[config.mk]
export PLATFORM = sky130hd
export DESIGN_NAME = qvr_round
export DESIGN_NICKNAME = d
export VERILOG_FILES = /design/src/sv/qvr_pkg.sv /design/src/sv/qvr_round.sv
export SDC_FILE = /design/constraint.sdc
export NUM_CORES = 1
export LEC_CHECK = 0
export ABC_AREA = 1
export BUFFER_PORTS_ARGS = -buffer_cell sky130_fd_sc_hd__buf_2
export CAP_MARGIN = 20
export CELL_PAD_IN_SITES_DETAIL_PLACEMENT = 0
export CELL_PAD_IN_SITES_GLOBAL_PLACEMENT = 1
export CORE_UTILIZATION = 30
export CTS_BUF_LIST = sky130_fd_sc_hd__clkbuf_16
export DETAILED_ROUTE_END_ITERATION = 8
export MAX_ROUTING_LAYER = met4
export PLACE_DENSITY_LB_ADDON = 0.1
export SLEW_MARGIN = 20
export SYNTH_ARGS = -nofsm -noshare
export SYNTH_HDL_FRONTEND = slang
export SYNTH_SLANG_ARGS = --single-unit
[constraint.sdc]
create_clock -name clk -period 2.2 [get_ports clk]
set_input_delay 0.22 -clock clk [delete_from_list [all_inputs] [get_ports clk]]
set_output_delay 0.22 -clock clk [all_outputs]
set_load 0.01 [all_outputs]
[src/sv/qvr_pkg.sv]
package qvr_pkg;

  localparam int QUAT_WIDTH = 16;
  localparam int CQ_WIDTH   = QUAT_WIDTH + 1;
  localparam int ACC_WIDTH  = 64;
  localparam int CFG_IDX_W  = 3;
  localparam int CFG_DATA_W = QUAT_WIDTH;

  typedef enum logic [CFG_IDX_W-1:0] {
    REG_QUAT_W  = 3'd0,
    REG_QUAT_X  = 3'd1,
    REG_QUAT_Y  = 3'd2,
    REG_QUAT_Z  = 3'd3,
    REG_INVERSE = 3'd4
  } reg_idx_t;

  typedef struct packed {
    logic signed [CQ_WIDTH-1:0] w;
    logic signed [CQ_WIDTH-1:0] a;
    logic signed [CQ_WIDTH-1:0] b;
    logic signed [CQ_WIDTH-1:0] c;
  } quat_t;

endpackage

[src/sv/qvr_round.sv]
module qvr_round #(
  parameter int VEC_WIDTH = 16,
  parameter int QUAT_FRAC_BITS = 15,
  localparam int ACC_W = qvr_pkg::ACC_WIDTH
) (
  input  logic                        clk,
  input  logic                        rst_n,
  input  logic                        in_valid,
  input  logic signed [ACC_W-1:0]     sx,
  input  logic signed [ACC_W-1:0]     sy,
  input  logic signed [ACC_W-1:0]     sz,
  output logic                        out_valid,
  output logic signed [VEC_WIDTH-1:0] x,
  output logic signed [VEC_WIDTH-1:0] y,
  output logic signed [VEC_WIDTH-1:0] z,
  output logic                        saturated
);

  localparam int SH = 2 * QUAT_FRAC_BITS;
  localparam logic signed [ACC_W-1:0] RND = ACC_W'(1) << (SH - 1);
  localparam logic signed [ACC_W-1:0] HI = (ACC_W'(1) << (VEC_WIDTH - 1)) - ACC_W'(1);
  localparam logic signed [ACC_W-1:0] LO = -HI - ACC_W'(1);
  localparam logic signed [VEC_WIDTH-1:0] MAXV = HI[VEC_WIDTH-1:0];
  localparam logic signed [VEC_WIDTH-1:0] MINV = LO[VEC_WIDTH-1:0];

  logic signed [ACC_W-1:0]     acc  [3];
  logic signed [ACC_W-1:0]     rnd  [3];
  logic signed [ACC_W-1:0]     q    [3];
  logic [2:0]                  hi_c, lo_c;
  logic signed [VEC_WIDTH-1:0] v_nxt [3];
  logic signed [VEC_WIDTH-1:0] v_r   [3];
  logic                        sat_nxt, sat_r, valid_r;

  assign acc[0] = sx;
  assign acc[1] = sy;
  assign acc[2] = sz;

  always_comb begin
    for (int i = 0; i < 3; i++) begin
      rnd[i]  = acc[i] + RND;
      q[i]    = rnd[i] >>> SH;
      hi_c[i] = q[i] > HI;
      lo_c[i] = q[i] < LO;
      if (hi_c[i]) begin
        v_nxt[i] = MAXV;
      end else if (lo_c[i]) begin
        v_nxt[i] = MINV;
      end else begin
        v_nxt[i] = q[i][VEC_WIDTH-1:0];
      end
    end
    sat_nxt = (|hi_c) | (|lo_c);
  end

  always_ff @(posedge clk) begin
    v_r   <= v_nxt;
    sat_r <= sat_nxt;
  end

  always_ff @(posedge clk) begin
    if (!rst_n) begin
      valid_r <= 1'b0;
    end else begin
      valid_r <= in_valid;
    end
  end

  assign out_valid = valid_r;
  assign x = v_r[0];
  assign y = v_r[1];
  assign z = v_r[2];
  assign saturated = sat_r;

  a_sat_at_bound: assert property (@(posedge clk) disable iff (!rst_n)
    (valid_r && sat_r) |->
      (v_r[0] == MAXV || v_r[0] == MINV || v_r[1] == MAXV || v_r[1] == MINV ||
       v_r[2] == MAXV || v_r[2] == MINV))
    else $error("saturation flag without a clipped component");

  a_out_valid: assert property (@(posedge clk) disable iff (!rst_n)
    valid_r == ($past(in_valid) && $past(rst_n)))
    else $error("output strobe does not follow the sum stage");

endmodule

==> metrics.txt <==
GRT Residual Overflow 0; ANT cells 0; outcome complete, no violations; main flop type after synthesis dfxtp_1; Cell Pwr Density about 370 nW/um^2; Routed Antenna Nets 0; area leader, netlist nand2_1; RSZ-0062 raised after global routing no; Synth area leaders nand2_1, dfxtp_1, nor2_1, inv_1, nand3_1; peak supply drop 0.3538 mV; postcts setup bufs 0; hold path start in_valid; Slew Viols, Final 0; Synth Instances 936; Post-CTS Hold Buffers 0; DP HPWL 15.94 mm; vias in the first global route 5610; drt first-iter violations about 250; crit-path max FO 14; Die ar. 17760 um^2; Post-synth EDFFs 0; Clock Pin Slew Worst Setup and Hold Paths 0.07 ns; top-count cell post-synth nand2_1; crit end category flop; Pleak ~3.2 nW; WP buf/inv 4; Critical Path RT 2.42 ns; fraction of layout cells with a size suffix above 1 26.00%; first-pass iteration count of the detailed router 5; WL/cell 13.09 um; final hold vios 0; Slew @ Worst Pin ~0.50 ns; via count 6102; slew margin rel. 66.65%; final wirelength 17.88 mm; max_cap viols 0; largest net degree at the start of global routing 19; flops & latches, synth 50; fillers 1977; Die H around 130 um; Fmax 518.6 MHz; I/O Buffers 157; initial antenna violation count 0; CTS root buf clkbuf_16; CP max-delay cell nor2_1; Num CTS Buffers 5; Initial Util between 30% and 40%; number of I/O pins around 250; DRC errors left 0; htree depth 2; first-pass GRT wire length 28.37 mm; Power, Total about 2.5 mW; GRT Total Usage 20.98%; GP Congestion 0.8755; sequential area share after synthesis 19.37%; class of the worst hold path input pin to flop; Synth top area share 26.87%; Top Family by Delay on Critical Path simple AND/OR/NAND/NOR gates; Area Growth Syn to Fin 30.50%; Tmin final a little under 2 ns; dpl ws -0.08336 ns; hold_ws around 0.10 ns; Max Root-Sink Buffers 2; clock sinks 50; slowest stage delay, CP 0.17 ns; post-synthesis cell type count 28; syn_nets roughly 1100; synth cell count leaders nand2_1, nor2_1, inv_1, nand3_1, dfxtp_1; final setup fails 0; Setup CP Type input pin to flop; Data arrival, critical path between 2 and 2.5 ns; syn_area_per_cell approximately 5.5 um^2; Nets 1343; CP Cell Sequence buf_2 -> ha_1 -> inv_1 -> nor2_1 -> nand2_2 -> buf_4 -> nor2_2 -> nand2_1 -> nand2_1 -> nand2_1 -> nor2_1 -> nand3_1 -> nor2_1 -> nand3_1 -> nand2_2 -> inv_4 -> o21ai_0; post_cts resized 0; die width 133.3 um; final worst slack approximately 0.27 ns; type of origin of the critical path input pin; core area 16700 um^2; Ys Warns 0; CP startpoint sx[29]; Post-Syn Area 5169 um^2; CTS tree built; crit share post-route 87.65%; row count 47; asr flop ratio synth 0%; Layout Utilization approximately two fifths; drt via density 4.467
-- layout by cell type (no fill, tap or decap) --
cell | netlist | final
o21ai_1 | 8 | 8
o21ai_2 | 19 | 19
nor3b_1 | 3 | 3
nor2_2 | 21 | 21
clkbuf_16 | 0 | 5
inv_6 | 0 | 2
a21oi_2 | 3 | 3
nand3b_1 | 22 | 22
nor2_1 | 170 | 170
buf_4 | 1 | 48
nand3_1 | 54 | 54
inv_1 | 87 | 87
and2_1 | 1 | 1
buf_2 | 0 | 157
clkinv_4 | 0 | 1
nand2_4 | 1 | 2
inv_2 | 7 | 6
ha_1 | 3 | 3
nand2_2 | 17 | 16
nor3_1 | 3 | 3
nand3_2 | 2 | 2
xor2_1 | 21 | 21
o21ai_0 | 12 | 12
inv_4 | 0 | 1
a21oi_1 | 7 | 7
nand2_1 | 370 | 370
nor2_4 | 12 | 12
dfxtp_1 | 50 | 50
buf_12 | 0 | 3
nor2b_1 | 1 | 1
xnor2_1 | 23 | 23
o21bai_1 | 2 | 2
nand4_1 | 11 | 11
-- power by group --
| group | switching (mW) | internal (mW) |
|---|---|---|
| logic | 0.442 | 0.291 |
| clock network | 0.374 | 0.432 |
| registers | 0.0141 | 0.966 |
| total | 0.830 | 1.69 |
-- layer usage --
| layer | vias up | wire length (um) | GRT usage (%) |
|---|---|---|---|
| met5 | - | 0 | - |
| met4 | 0 | 210 | 4.040 |
| met3 | 15 | 881 | 3.196 |
| met2 | 149 | 8020 | 33.91 |
| met1 | 2628 | 8768 | 27.68 |
| li1 | 3310 | - | - |
-- area by class of cell --
class | instances | area (um^2) | share of cell area, %
multi-input cells | 786 | 3756 | 55.69
repair buffers | 208 | 1206 | 17.88
flip-flops and latches | 50 | 1001 | 14.84
inverters | 94 | 355.3 | 5.268
well taps | 220 | 275.3 | 4.081
clock buffers | 5 | 125.1 | 1.855
clock inverters | 3 | 26.28 | 0.3895
-- path summary, 6_finish.rpt --
check / end / slack, ns / cells past startpoint
max: x[9]$_SDFF_PN1_ / 0.27 / 17
min: out_valid$_SDFF_PN0_ / 0.1 / 3
-- state kept, by name (all words and copies together) (netlist names) --
register / flops
saturated: 1
out_valid: 1
x: 16
y: 16
z: 16
-- per-stage QoR --
| stage | instances | TNS (ns) | area [um^2] |
|---|---|---|---|
| floorplan | 936 | 0 | 5169 |
| global placement | 1358 | -1.142 | 6586 |
| detailed placement | 1358 | -0.5870 | 6586 |
| CTS | 1366 | 0 | 6738 |
| global route | 1366 | 0 | 6745 |
| finish | 1366 | 0 | 6745 |
-- worst min-delay path, cell delays in order --
cell and delay (ns):
buf_2 0.07, nand2_1 0.04, inv_1 0.04
-- logic make-up after synthesis --
| group | Yosys count | share of synthesized area, % |
|---|---|---|
| flip-flops | 50 | 19.37 |
| adder cells (fa/ha/maj) | 3 | 0.7263 |
| AO/OA/AOI/OAI | 51 | 6.633 |
| AND/OR/NAND/NOR | 688 | 57.76 |
| buffers and inverters | 100 | 8.061 |
| XOR/XNOR | 44 | 7.456 |
(Power assumes the default switching activity.)
